===== config.mk =====
export PLATFORM = sky130hd
export DESIGN_NAME = pulse_peak_detector
export DESIGN_NICKNAME = d
export VERILOG_FILES = /design/src/ppd_pkg.sv /design/src/ppd_front.sv /design/src/ppd_fifo.sv /design/src/ppd_back.sv /design/src/pulse_peak_detector.sv
export SDC_FILE = /design/constraint.sdc
export NUM_CORES = 2
export LEC_CHECK = 0
export BUFFER_PORTS_ARGS = -buffer_cell sky130_fd_sc_hd__buf_2
export CELL_PAD_IN_SITES_DETAIL_PLACEMENT = 1
export CELL_PAD_IN_SITES_GLOBAL_PLACEMENT = 1
export CORE_UTILIZATION = 52
export CTS_CLUSTER_DIAMETER = 80
export CTS_CLUSTER_SIZE = 25
export DETAILED_ROUTE_END_ITERATION = 7
export PLACE_DENSITY = 0.87
export REMOVE_ABC_BUFFERS = 1
export SETUP_SLACK_MARGIN = 0.3
export SYNTH_ARGS = -nofsm -noshare
export SYNTH_HDL_FRONTEND = slang
export SYNTH_HIERARCHICAL = 1
export SYNTH_SLANG_ARGS = --single-unit

===== constraint.sdc =====
create_clock -name aclk -period 10.4 [get_ports aclk]
set_input_delay 0.52 -clock aclk [delete_from_list [all_inputs] [get_ports aclk]]
set_output_delay 0.52 -clock aclk [all_outputs]
set_load 0.05 [all_outputs]

===== src/ppd_pkg.sv =====
`timescale 1ns / 1ps

package ppd_pkg;

    localparam int CLIP_W     = 15;
    localparam int SQ_W       = 30;
    localparam int CFG_IDX_W  = 2;
    localparam int CFG_DATA_W = 12;

    localparam logic [CFG_IDX_W-1:0] CFG_PEAK_WIN  = 2'd0;
    localparam logic [CFG_IDX_W-1:0] CFG_BEAT_WIN  = 2'd1;
    localparam logic [CFG_IDX_W-1:0] CFG_REFRACT   = 2'd2;
    localparam logic [CFG_IDX_W-1:0] CFG_MAX_PEAKS = 2'd3;

    localparam logic [7:0]  PEAK_WIN_RST  = 8'd8;
    localparam logic [7:0]  BEAT_WIN_RST  = 8'd43;
    localparam logic [11:0] REFRACT_RST   = 12'd19;
    localparam logic [11:0] MAX_PEAKS_RST = 12'd409;

    localparam logic KIND_PEAK    = 1'b0;
    localparam logic KIND_SUMMARY = 1'b1;

    typedef struct packed {
        logic signed [15:0] sample;
        logic               last;
    } in_word_t;

    typedef struct packed {
        logic               kind;
        logic [11:0]        peak_index;
        logic signed [15:0] peak_value;
        logic [11:0]        peak_count;
        logic               done_res;
    } out_word_t;

    // classified sample handed from front end to back end
    typedef struct packed {
        logic signed [15:0]  sample;
        logic [CLIP_W-1:0]   clip;
        logic                last;
        logic                drop;
        logic                first;
    } item_t;

endpackage


===== src/ppd_front.sv =====
`timescale 1ns / 1ps

module ppd_front #(
    parameter int MAX_WINDOW  = 128,
    parameter int MAX_SAMPLES = 4096
) (
    input  logic                                aclk,
    input  logic                                aresetn,
    input  logic                                s_valid,
    output logic                                s_ready,
    input  ppd_pkg::in_word_t                   s_data,
    input  logic                                q_full,
    output logic                                q_push,
    output ppd_pkg::item_t                      q_item,
    output logic [$clog2(MAX_SAMPLES)-1:0]      q_idx,
    output logic [$clog2(MAX_WINDOW)-1:0]       q_wp
);

    localparam int IW = $clog2(MAX_SAMPLES);
    localparam int CW = $clog2(MAX_SAMPLES + 1);
    localparam int AW = $clog2(MAX_WINDOW);

    logic [CW-1:0] cnt_reg, cnt_next;
    logic [AW-1:0] wp_reg, wp_next;
    logic          take;
    logic          drop;
    logic          positive;

    assign s_ready  = !q_full;
    assign take     = s_valid && s_ready;
    assign drop     = (cnt_reg == CW'(MAX_SAMPLES));
    assign positive = !s_data.sample[15] && (s_data.sample != '0);

    assign q_push       = take;
    assign q_item.sample = s_data.sample;
    assign q_item.clip   = positive ? s_data.sample[ppd_pkg::CLIP_W-1:0] : '0;
    assign q_item.last   = s_data.last;
    assign q_item.drop   = drop;
    assign q_item.first  = (cnt_reg == '0);
    assign q_idx         = cnt_reg[IW-1:0];
    assign q_wp          = wp_reg;

    always_comb begin
        cnt_next = cnt_reg;
        wp_next  = wp_reg;
        if (take) begin
            if (s_data.last) begin
                cnt_next = '0;
                wp_next  = '0;
            end else if (!drop) begin
                cnt_next = cnt_reg + CW'(1);
                wp_next  = (wp_reg == AW'(MAX_WINDOW - 1)) ? '0 : wp_reg + AW'(1);
            end
        end
    end

    always_ff @(posedge aclk) begin
        if (!aresetn) begin
            cnt_reg <= '0;
            wp_reg  <= '0;
        end else begin
            cnt_reg <= cnt_next;
            wp_reg  <= wp_next;
        end
    end

endmodule


===== src/ppd_fifo.sv =====
`timescale 1ns / 1ps

module ppd_fifo #(
    parameter int W = 32
) (
    input  logic         aclk,
    input  logic         aresetn,
    input  logic         push,
    input  logic [W-1:0] push_data,
    output logic         full,
    input  logic         pop,
    output logic         pop_valid,
    output logic [W-1:0] pop_data
);

    localparam int DEPTH = 2;
    localparam int PW    = $clog2(DEPTH);
    localparam int NW    = $clog2(DEPTH + 1);

    logic [W-1:0]  data_reg [DEPTH];
    logic [PW-1:0] wr_ptr_reg, wr_ptr_next;
    logic [PW-1:0] rd_ptr_reg, rd_ptr_next;
    logic [NW-1:0] cnt_reg, cnt_next;

    assign full      = (cnt_reg == NW'(DEPTH));
    assign pop_valid = (cnt_reg != '0);
    assign pop_data  = data_reg[rd_ptr_reg];

    always_comb begin
        wr_ptr_next = wr_ptr_reg;
        rd_ptr_next = rd_ptr_reg;
        cnt_next    = cnt_reg;
        if (push) begin
            wr_ptr_next = wr_ptr_reg + PW'(1);
        end
        if (pop) begin
            rd_ptr_next = rd_ptr_reg + PW'(1);
        end
        case ({push, pop})
            2'b10:   cnt_next = cnt_reg + NW'(1);
            2'b01:   cnt_next = cnt_reg - NW'(1);
            default: cnt_next = cnt_reg;
        endcase
    end

    always_ff @(posedge aclk) begin
        if (!aresetn) begin
            wr_ptr_reg <= '0;
            rd_ptr_reg <= '0;
            cnt_reg    <= '0;
        end else begin
            wr_ptr_reg <= wr_ptr_next;
            rd_ptr_reg <= rd_ptr_next;
            cnt_reg    <= cnt_next;
        end
    end

    always_ff @(posedge aclk) begin
        if (push) begin
            data_reg[wr_ptr_reg] <= push_data;
        end
    end

    assert property (@(posedge aclk) disable iff (!aresetn)
        (full && !pop) |-> !push)
        else $error("ppd_fifo: push into full queue");

    assert property (@(posedge aclk) disable iff (!aresetn)
        pop |-> pop_valid)
        else $error("ppd_fifo: pop from empty queue");

    assert property (@(posedge aclk) disable iff (!aresetn)
        (push && !pop) |=> (cnt_reg == $past(cnt_reg) + NW'(1)))
        else $error("ppd_fifo: count lost a word");

endmodule


===== src/ppd_back.sv =====
`timescale 1ns / 1ps

module ppd_back #(
    parameter int MAX_WINDOW  = 128,
    parameter int MAX_SAMPLES = 4096
) (
    input  logic                                  aclk,
    input  logic                                  aresetn,
    input  logic                                  cfg_wen,
    input  logic [ppd_pkg::CFG_IDX_W-1:0]         cfg_idx,
    input  logic [ppd_pkg::CFG_DATA_W-1:0]        cfg_wdata,
    input  logic                                  q_valid,
    output logic                                  q_pop,
    input  ppd_pkg::item_t                        q_item,
    input  logic [$clog2(MAX_SAMPLES)-1:0]        q_idx,
    input  logic [$clog2(MAX_WINDOW)-1:0]         q_wp,
    output logic                                  m_valid,
    input  logic                                  m_ready,
    output ppd_pkg::out_word_t                    m_data
);

    localparam int IW  = $clog2(MAX_SAMPLES);
    localparam int AW  = $clog2(MAX_WINDOW);
    localparam int WLW = $clog2(MAX_WINDOW + 1);
    localparam int CLW = ppd_pkg::CLIP_W;
    localparam int SQW = ppd_pkg::SQ_W;
    localparam int SW  = SQW + WLW;
    localparam int XW  = SW + WLW;
    localparam int EW  = IW + WLW;
    localparam int RW  = IW + 12;

    typedef enum logic [8:0] {
        ST_IDLE  = 9'b000000001,
        ST_SQ    = 9'b000000010,
        ST_ACC   = 9'b000000100,
        ST_SUBP  = 9'b000001000,
        ST_SUBB  = 9'b000010000,
        ST_CROSS = 9'b000100000,
        ST_JUDGE = 9'b001000000,
        ST_PEAK  = 9'b010000000,
        ST_SUM   = 9'b100000000
    } state_t;

    function automatic logic [WLW-1:0] clamp_w(input logic [7:0] w);
        logic [WLW+7:0] wx;
        wx = {{WLW{1'b0}}, w};
        if (w == '0) begin
            return WLW'(1);
        end else if (wx > (WLW+8)'(MAX_WINDOW)) begin
            return WLW'(MAX_WINDOW);
        end else begin
            return wx[WLW-1:0];
        end
    endfunction

    // (wp - w) modulo the history depth, w never above the depth
    function automatic logic [AW-1:0] back_addr(input logic [AW-1:0] wp,
                                                input logic [WLW-1:0] w);
        logic [WLW:0] t;
        t = (WLW+1)'(wp) + (WLW+1)'(MAX_WINDOW) - (WLW+1)'(w);
        if (t >= (WLW+1)'(MAX_WINDOW)) begin
            t = t - (WLW+1)'(MAX_WINDOW);
        end
        return t[AW-1:0];
    endfunction

    state_t state_reg, state_next;

    logic [7:0]  pw_cfg_reg, pw_cfg_next;
    logic [7:0]  bw_cfg_reg, bw_cfg_next;
    logic [11:0] refr_reg, refr_next;
    logic [11:0] maxp_reg, maxp_next;

    logic [WLW-1:0] pw_reg, pw_next;
    logic [WLW-1:0] bw_reg, bw_next;

    ppd_pkg::item_t e_item_reg, e_item_next;
    logic [IW-1:0]  e_idx_reg, e_idx_next;
    logic [AW-1:0]  e_wp_reg, e_wp_next;

    logic [SW-1:0]  psum_reg, psum_next;
    logic [SW-1:0]  bsum_reg, bsum_next;
    logic [SQW-1:0] sq_reg, sq_next;
    logic [XW-1:0]  xp_reg, xp_next;
    logic [XW-1:0]  xb_reg, xb_next;

    logic               in_block_reg, in_block_next;
    logic [WLW-1:0]     blen_reg, blen_next;
    logic signed [15:0] best_value_reg, best_value_next;
    logic [IW-1:0]      best_idx_reg, best_idx_next;
    logic               have_peak_reg, have_peak_next;
    logic [IW-1:0]      last_idx_reg, last_idx_next;
    logic [11:0]        acc_reg, acc_next;

    logic               m_valid_reg, m_valid_next;
    ppd_pkg::out_word_t m_data_reg, m_data_next;

    logic [CLW-1:0] hist_mem [MAX_WINDOW];
    logic [CLW-1:0] rd_reg;
    logic [AW-1:0]  rd_addr;
    logic           mem_rd;
    logic           mem_we;

    logic [CLW-1:0] sq_a;
    logic [SQW-1:0] sq_prod;

    logic [EW-1:0]  idx_x, pw_x, bw_x, cnt1;
    logic           past_p, past_b;
    logic [WLW-1:0] dp, db;

    logic               out_free;
    logic               above, opening, extend_blk, better, in_blk_upd, close_now;
    logic [WLW-1:0]     blen_upd;
    logic signed [15:0] best_upd;
    logic [IW-1:0]      idx_upd, idx_gap;
    logic               far, peak_ok;
    logic [RW-1:0]      idx_wide;

    assign out_free = !m_valid_reg || m_ready;
    assign m_valid  = m_valid_reg;
    assign m_data   = m_data_reg;

    assign sq_a    = (state_reg == ST_SQ) ? e_item_reg.clip : rd_reg;
    assign sq_prod = SQW'(sq_a) * SQW'(sq_a);
    assign rd_addr = (state_reg == ST_ACC) ? back_addr(e_wp_reg, bw_reg)
                                           : back_addr(e_wp_reg, pw_reg);

    assign idx_x  = EW'(e_idx_reg);
    assign pw_x   = EW'(pw_reg);
    assign bw_x   = EW'(bw_reg);
    assign cnt1   = idx_x + EW'(1);
    assign past_p = (idx_x >= pw_x);
    assign past_b = (idx_x >= bw_x);
    assign dp     = (cnt1 < pw_x) ? cnt1[WLW-1:0] : pw_reg;
    assign db     = (cnt1 < bw_x) ? cnt1[WLW-1:0] : bw_reg;

    // block tracking for the word in the judge step
    assign above      = !e_item_reg.drop && (xp_reg > xb_reg);
    assign opening    = above && !in_block_reg;
    assign extend_blk = above && in_block_reg;
    assign better     = extend_blk && (e_item_reg.sample > best_value_reg);
    assign in_blk_upd = in_block_reg || above;
    assign blen_upd   = opening ? WLW'(1)
                      : (extend_blk && (blen_reg != WLW'(MAX_WINDOW))) ? blen_reg + WLW'(1)
                      : blen_reg;
    assign best_upd   = (opening || better) ? e_item_reg.sample : best_value_reg;
    assign idx_upd    = (opening || better) ? e_idx_reg : best_idx_reg;
    assign close_now  = in_blk_upd && (e_item_reg.last || (!e_item_reg.drop && !above));
    assign idx_gap    = idx_upd - last_idx_reg;
    assign far        = !have_peak_reg || (RW'(idx_gap) >= RW'(refr_reg));
    assign peak_ok    = close_now && (blen_upd >= pw_reg) && far && (acc_reg < maxp_reg);
    assign idx_wide   = {12'd0, best_idx_reg};

    always_comb begin
        state_next      = state_reg;
        pw_cfg_next     = pw_cfg_reg;
        bw_cfg_next     = bw_cfg_reg;
        refr_next       = refr_reg;
        maxp_next       = maxp_reg;
        pw_next         = pw_reg;
        bw_next         = bw_reg;
        e_item_next     = e_item_reg;
        e_idx_next      = e_idx_reg;
        e_wp_next       = e_wp_reg;
        psum_next       = psum_reg;
        bsum_next       = bsum_reg;
        sq_next         = sq_reg;
        xp_next         = xp_reg;
        xb_next         = xb_reg;
        in_block_next   = in_block_reg;
        blen_next       = blen_reg;
        best_value_next = best_value_reg;
        best_idx_next   = best_idx_reg;
        have_peak_next  = have_peak_reg;
        last_idx_next   = last_idx_reg;
        acc_next        = acc_reg;
        m_valid_next    = m_valid_reg && !m_ready;
        m_data_next     = m_data_reg;
        q_pop           = 1'b0;
        mem_rd          = 1'b0;
        mem_we          = 1'b0;

        if (cfg_wen) begin
            case (cfg_idx)
                ppd_pkg::CFG_PEAK_WIN:  pw_cfg_next = cfg_wdata[7:0];
                ppd_pkg::CFG_BEAT_WIN:  bw_cfg_next = cfg_wdata[7:0];
                ppd_pkg::CFG_REFRACT:   refr_next   = cfg_wdata;
                ppd_pkg::CFG_MAX_PEAKS: maxp_next   = cfg_wdata;
                default: ;
            endcase
        end

        case (state_reg)
            ST_IDLE: begin
                if (q_valid) begin
                    q_pop       = 1'b1;
                    e_item_next = q_item;
                    e_idx_next  = q_idx;
                    e_wp_next   = q_wp;
                    if (q_item.first) begin
                        pw_next = clamp_w(pw_cfg_reg);
                        bw_next = clamp_w(bw_cfg_reg);
                    end
                    state_next = q_item.drop ? ST_JUDGE : ST_SQ;
                end
            end
            ST_SQ: begin
                sq_next    = sq_prod;
                mem_rd     = 1'b1;
                state_next = ST_ACC;
            end
            ST_ACC: begin
                psum_next  = psum_reg + SW'(sq_reg);
                bsum_next  = bsum_reg + SW'(sq_reg);
                sq_next    = sq_prod;
                mem_rd     = 1'b1;
                state_next = ST_SUBP;
            end
            ST_SUBP: begin
                if (past_p) begin
                    psum_next = psum_reg - SW'(sq_reg);
                end
                sq_next    = sq_prod;
                mem_we     = 1'b1;
                state_next = ST_SUBB;
            end
            ST_SUBB: begin
                if (past_b) begin
                    bsum_next = bsum_reg - SW'(sq_reg);
                end
                state_next = ST_CROSS;
            end
            ST_CROSS: begin
                xp_next    = XW'(psum_reg) * XW'(db);
                xb_next    = XW'(bsum_reg) * XW'(dp);
                state_next = ST_JUDGE;
            end
            ST_JUDGE: begin
                in_block_next   = in_blk_upd && !close_now;
                blen_next       = close_now ? '0 : blen_upd;
                best_value_next = best_upd;
                best_idx_next   = idx_upd;
                if (peak_ok) begin
                    acc_next       = acc_reg + 12'd1;
                    have_peak_next = 1'b1;
                    last_idx_next  = idx_upd;
                    state_next     = ST_PEAK;
                end else if (e_item_reg.last) begin
                    state_next = ST_SUM;
                end else begin
                    state_next = ST_IDLE;
                end
            end
            ST_PEAK: begin
                if (out_free) begin
                    m_valid_next           = 1'b1;
                    m_data_next.kind       = ppd_pkg::KIND_PEAK;
                    m_data_next.peak_index = idx_wide[11:0];
                    m_data_next.peak_value = best_value_reg;
                    m_data_next.peak_count = acc_reg;
                    m_data_next.done_res   = !e_item_reg.last;
                    state_next             = e_item_reg.last ? ST_SUM : ST_IDLE;
                end
            end
            ST_SUM: begin
                if (out_free) begin
                    m_valid_next           = 1'b1;
                    m_data_next.kind       = ppd_pkg::KIND_SUMMARY;
                    m_data_next.peak_index = '0;
                    m_data_next.peak_value = '0;
                    m_data_next.peak_count = acc_reg;
                    m_data_next.done_res   = 1'b1;
                    psum_next              = '0;
                    bsum_next              = '0;
                    in_block_next          = 1'b0;
                    blen_next              = '0;
                    have_peak_next         = 1'b0;
                    last_idx_next          = '0;
                    acc_next               = '0;
                    state_next             = ST_IDLE;
                end
            end
            default: state_next = ST_IDLE;
        endcase
    end

    always_ff @(posedge aclk) begin
        if (!aresetn) begin
            state_reg     <= ST_IDLE;
            pw_cfg_reg    <= ppd_pkg::PEAK_WIN_RST;
            bw_cfg_reg    <= ppd_pkg::BEAT_WIN_RST;
            refr_reg      <= ppd_pkg::REFRACT_RST;
            maxp_reg      <= ppd_pkg::MAX_PEAKS_RST;
            pw_reg        <= clamp_w(ppd_pkg::PEAK_WIN_RST);
            bw_reg        <= clamp_w(ppd_pkg::BEAT_WIN_RST);
            psum_reg      <= '0;
            bsum_reg      <= '0;
            in_block_reg  <= 1'b0;
            blen_reg      <= '0;
            have_peak_reg <= 1'b0;
            last_idx_reg  <= '0;
            acc_reg       <= '0;
            m_valid_reg   <= 1'b0;
        end else begin
            state_reg     <= state_next;
            pw_cfg_reg    <= pw_cfg_next;
            bw_cfg_reg    <= bw_cfg_next;
            refr_reg      <= refr_next;
            maxp_reg      <= maxp_next;
            pw_reg        <= pw_next;
            bw_reg        <= bw_next;
            psum_reg      <= psum_next;
            bsum_reg      <= bsum_next;
            in_block_reg  <= in_block_next;
            blen_reg      <= blen_next;
            have_peak_reg <= have_peak_next;
            last_idx_reg  <= last_idx_next;
            acc_reg       <= acc_next;
            m_valid_reg   <= m_valid_next;
        end
    end

    always_ff @(posedge aclk) begin
        e_item_reg     <= e_item_next;
        e_idx_reg      <= e_idx_next;
        e_wp_reg       <= e_wp_next;
        sq_reg         <= sq_next;
        xp_reg         <= xp_next;
        xb_reg         <= xb_next;
        best_value_reg <= best_value_next;
        best_idx_reg   <= best_idx_next;
        m_data_reg     <= m_data_next;
    end

    // clipped-sample history
    always_ff @(posedge aclk) begin
        if (mem_we) begin
            hist_mem[e_wp_reg] <= e_item_reg.clip;
        end
        if (mem_rd) begin
            rd_reg <= hist_mem[rd_addr];
        end
    end

    assert property (@(posedge aclk) disable iff (!aresetn)
        have_peak_reg == (acc_reg != '0))
        else $error("ppd_back: peak flag out of step with count");

    assert property (@(posedge aclk) disable iff (!aresetn)
        in_block_reg |-> (blen_reg != '0))
        else $error("ppd_back: open block with zero length");

    assert property (@(posedge aclk) disable iff (!aresetn)
        (state_reg == ST_PEAK) |-> (have_peak_reg && !in_block_reg))
        else $error("ppd_back: peak emitted without a closed block");

    assert property (@(posedge aclk) disable iff (!aresetn)
        (state_reg == ST_SUM && out_free) |=>
            (acc_reg == '0 && !in_block_reg && psum_reg == '0 && bsum_reg == '0))
        else $error("ppd_back: window state not cleared after summary");

endmodule


===== src/pulse_peak_detector.sv =====
`timescale 1ns / 1ps

// channel  dir  handshake          payload
// s_       in   s_valid / s_ready  s_data    (ppd_pkg::in_word_t)
// m_       out  m_valid / m_ready  m_data    (ppd_pkg::out_word_t)
// cfg_     in   cfg_wen            cfg_idx, cfg_wdata
//
// Back end: idle, square, accumulate, subtract peak, subtract beat, cross products, judge
// per sample word (shared squarer over three squares, one history read per window),
// then a result step per result; a word past MAX_SAMPLES skips from idle to judge.
// Reset is synchronous; no clearing pass, a history read is only used where written.
// A 2-word queue sits between front and back; s_ready drops only when it is full.
// m_ready low holds the back end in its result step; output is registered.

module pulse_peak_detector #(
    parameter int MAX_WINDOW  = 128,
    parameter int MAX_SAMPLES = 4096
) (
    input  logic                           aclk,
    input  logic                           aresetn,
    input  logic                           s_valid,
    output logic                           s_ready,
    input  ppd_pkg::in_word_t              s_data,
    output logic                           m_valid,
    input  logic                           m_ready,
    output ppd_pkg::out_word_t             m_data,
    input  logic                           cfg_wen,
    input  logic [ppd_pkg::CFG_IDX_W-1:0]  cfg_idx,
    input  logic [ppd_pkg::CFG_DATA_W-1:0] cfg_wdata
);

    localparam int IW = $clog2(MAX_SAMPLES);
    localparam int AW = $clog2(MAX_WINDOW);
    localparam int QW = $bits(ppd_pkg::item_t) + IW + AW;

    logic           q_push, q_full, q_pop, q_valid;
    ppd_pkg::item_t f_item, b_item;
    logic [IW-1:0]  f_idx, b_idx;
    logic [AW-1:0]  f_wp, b_wp;
    logic [QW-1:0]  q_in, q_out;

    assign q_in                   = {f_item, f_idx, f_wp};
    assign {b_item, b_idx, b_wp}  = q_out;

    ppd_front #(
        .MAX_WINDOW  (MAX_WINDOW),
        .MAX_SAMPLES (MAX_SAMPLES)
    ) u_front (
        .aclk    (aclk),
        .aresetn (aresetn),
        .s_valid (s_valid),
        .s_ready (s_ready),
        .s_data  (s_data),
        .q_full  (q_full),
        .q_push  (q_push),
        .q_item  (f_item),
        .q_idx   (f_idx),
        .q_wp    (f_wp)
    );

    ppd_fifo #(
        .W (QW)
    ) u_fifo (
        .aclk      (aclk),
        .aresetn   (aresetn),
        .push      (q_push),
        .push_data (q_in),
        .full      (q_full),
        .pop       (q_pop),
        .pop_valid (q_valid),
        .pop_data  (q_out)
    );

    ppd_back #(
        .MAX_WINDOW  (MAX_WINDOW),
        .MAX_SAMPLES (MAX_SAMPLES)
    ) u_back (
        .aclk      (aclk),
        .aresetn   (aresetn),
        .cfg_wen   (cfg_wen),
        .cfg_idx   (cfg_idx),
        .cfg_wdata (cfg_wdata),
        .q_valid   (q_valid),
        .q_pop     (q_pop),
        .q_item    (b_item),
        .q_idx     (b_idx),
        .q_wp      (b_wp),
        .m_valid   (m_valid),
        .m_ready   (m_ready),
        .m_data    (m_data)
    );

endmodule


==> impl_metrics.json <==
{
  "outcome": "complete, but fails checks",
  "violations": "capacitance limit",
  "cts_buffers": 130,
  "drc": 0,
  "antenna_found_initial": 20,
  "cts_num_sinks": 2485,
  "yosysSeqAreaShare": 0.5737,
  "timing.hold.ws_ns": 0.04981,
  "die_h_um": 495.4,
  "ys_ff_latch": 2485,
  "worst_slack_ns": 0.3979,
  "row_count": 180,
  "p_leak_nw": 47.48,
  "p_seq_frac": 0.365,
  "grt_max_degree": 128,
  "final_max_slew_viol_count": 0,
  "grt_pass1_vias": 81400,
  "initial_utilization": 0.5247,
  "async_reset_ff_frac": 0,
  "grt-ovfl-total": 0,
  "pwr-share-clk": 0.172,
  "grt_pass1_wl_um": 576900,
  "finalSetupViolations": 0,
  "nets": 9430,
  "avgSynthCellArea_um2": 15.06,
  "drt_iter0_drc": 9758,
  "swShare": 0.3899,
  "synthesis.area_mm2": 0.1266,
  "first_pass_iters": 6,
  "pre_cts_slack_ns": 1.193,
  "coreArea_mm2": 0.2412,
  "yosys.area.top_type": "edfxtp_1",
  "viasPerCell": 6.620,
  "dieArea_mm2": 0.2454,
  "hpwlAfterDp_um": 234300,
  "clockBufferDepth": 3,
  "place_congestion": 0.9004,
  "ys_top_cells_by_area": "edfxtp_1, mux4_2, fa_1, ha_1, dfxtp_1",
  "root_buffer": "clkbuf_16",
  "finalPower_mw": 34.57,
  "ant_nets": 0,
  "drive_above_1_share": 0.1482,
  "start_kind": "register",
  "synth-edff-count": 2284,
  "clkTransAtPathRegs_ns": 0.11,
  "wl_per_cell_um": 34.24,
  "cts_tree": "yes",
  "dr_total_vias": 76950,
  "fin_skew_ns": 0.1065,
  "die_w_um": 495.4,
  "syn-instance-count": 8406,
  "maxCapViolations": 1,
  "comb_power_share": 0.463,
  "fin_crit_sh": 0.9617,
  "cp_max_fo": 11,
  "ff2ff_setup_slack_ns": 0.40,
  "min_path_type": "primary input to register",
  "multi_input_area_mm2": 0.04985,
  "yosysWarnings": 6,
  "largest_reg_flops": 1920,
  "drt-total-wl_um": 398000,
  "relSlewSlack": 0.001615,
  "ff_latch_area_mm2": 0.07261,
  "ir_drop_mv": 0.6488,
  "ys_top_cells_by_count": "edfxtp_1, inv_1, nand2_1, mux4_2, fa_1",
  "io_pins": 80,
  "syn_to_final_growth_pct": 6.719,
  "arrival_ns": 10.55,
  "max_freq_mhz": 99.98,
  "fillers": 22430,
  "hold_viol_final": 0,
  "rsz0062_at_grt": "false",
  "switching_power_mw": 13.48,
  "ys.flop_type": "edfxtp_1",
  "cellPowerDensity_mw_per_mm2": 256.0,
  "end_kind": "register",
  "portBuffers": 79,
  "intPower_mw": 21.09,
  "worstSetupPathType": "register to register",
  "cts-htree-levels": 4,
  "grtUsageTotal": 0.3275,
  "yosysMostFrequentCell": "edfxtp_1",
  "required_ns": 10.95,
  "tightestPinTransition_ns": 1.496,
  "period_needed_ns": 10.00,
  "synth_top_cell_area_share": 0.5419,
  "clk_latency_ns": 0.90,
  "ys_types": 97
}
## power groups by stage
| stage | clock network [mW] | logic, mW | registers (mW) |
|---|---|---|---|
| after floorplan | 0 | 11.8 | 13.2 |
| after global placement | 0 | 14.1 | 12.8 |
| after detailed placement | 0 | 14.9 | 12.8 |
| after CTS | 5.92 | 15.6 | 12.6 |
| after global routing | 6.20 | 16.7 | 12.6 |
| final | 5.95 | 16.0 | 12.6 |
## through the flow
step / area (um2) / setup TNS [ns] / utilization / std cells
global placement: 130800 / 0 / 0.5423 / 11400
floorplan: 124800 / -162.95 / - / 7992
detailed placement: 130800 / 0 / 0.5423 / 11400
finish: 135100 / 0 / 0.5600 / 11620
CTS: 135000 / 0 / 0.5598 / 11610
global route: 135100 / 0 / 0.5599 / 11620
## final timing paths
path / cells after the start / startpoint / endpoint
max: 27 / u_back/state_reg[8] / u_back/sq_reg[28]
min: 1 / s_data[16] / u_fifo/data_reg[1][52]
max reg2reg: 27 / u_back/state_reg[8] / u_back/sq_reg[28]
min reg2reg: 2 / u_back/maxp_reg[9] / u_back/maxp_reg[9]
## critical path: stages, from the launching register on
cell	delay (ns)
dfxtp_1	0.42
nor2_1	0.39
nand3_1	0.18
nor2_1	1.05
nand2_1	0.24
nand2_1	0.59
clkinv_1	0.54
nor2_1	0.29
fa_1	0.53
fa_1	0.53
inv_1	0.06
fa_1	0.51
inv_1	0.06
fa_1	0.55
fa_1	0.42
fa_1	0.44
ha_1	0.40
a21o_1	0.20
a31o_1	0.21
a311oi_1	0.47
o21ai_1	0.22
o311ai_1	0.38
a31oi_1	0.18
a21o_1	0.22
a21oi_1	0.24
o21bai_1	0.09
a21oi_1	0.21
xnor2_1	0.08
## placed cells by master, fill, tap and decap left out, types with 42 or more instances in the layout
| cell | n |
|---|---|
| a21o_1 | 141 |
| a21oi_1 | 263 |
| and2_1 | 78 |
| buf_2 | 79 |
| buf_4 | 140 |
| clkbuf_16 | 134 |
| dfxtp_1 | 200 |
| edfxtp_1 | 2284 |
| fa_1 | 572 |
| ha_1 | 442 |
| inv_1 | 727 |
| mux2_2 | 85 |
| mux4_2 | 630 |
| nand2_1 | 649 |
| nand2b_1 | 70 |
| nand3_1 | 85 |
| nor2_1 | 397 |
| nor2_2 | 69 |
| nor2b_1 | 267 |
| nor3_1 | 54 |
| o21ai_0 | 115 |
| o21ai_1 | 42 |
| xnor2_1 | 150 |
| xor2_1 | 96 |
## final cells by class
class | instances | share of cell area
clock buffer | 148 | 0.02521
antenna | 9 | 0.0001667
inverter | 738 | 0.02052
sequential | 2485 | 0.5376
clock inverter | 36 | 0.004094
multi-input combinational | 4769 | 0.3691
timing repair buffer | 254 | 0.01386
tap | 3185 | 0.02950
## timing repair
action                                 CTS  global route
hold buffers                            27             0
gates resized for setup                  0             0
endpoints found under the hold margin   58             0
buffers inserted                         0             0
## metal layers
layer	up-vias	share of wire	routed length [um]	global-route usage
met3	1434	0.095	37900	0.06342
li1	30620	-	-	-
met4	18	0.074	29290	0.1993
met1	39650	0.34	135000	0.3906
met5	-	0.00031	123	0
met2	5227	0.49	195600	0.5507
## cell families (layout without fill, tap and decap cells)
logic type / count (synthesis) / in the layout / synth area share
DFF: 2485 / 2485 / 0.5737
other: 0 / 9 / 0
adders and majority gates: 1016 / 1016 / 0.1344
xor gates and xnor gates: 251 / 251 / 0.01737
muxes: 761 / 761 / 0.1233
buffers and inverters: 1152 / 1176 / 0.03558
AOI/OAI and AO/OA: 884 / 884 / 0.04568
and+or+nand+nor: 1857 / 1857 / 0.06993
Note: power is estimated with default switching activity, not from simulation.
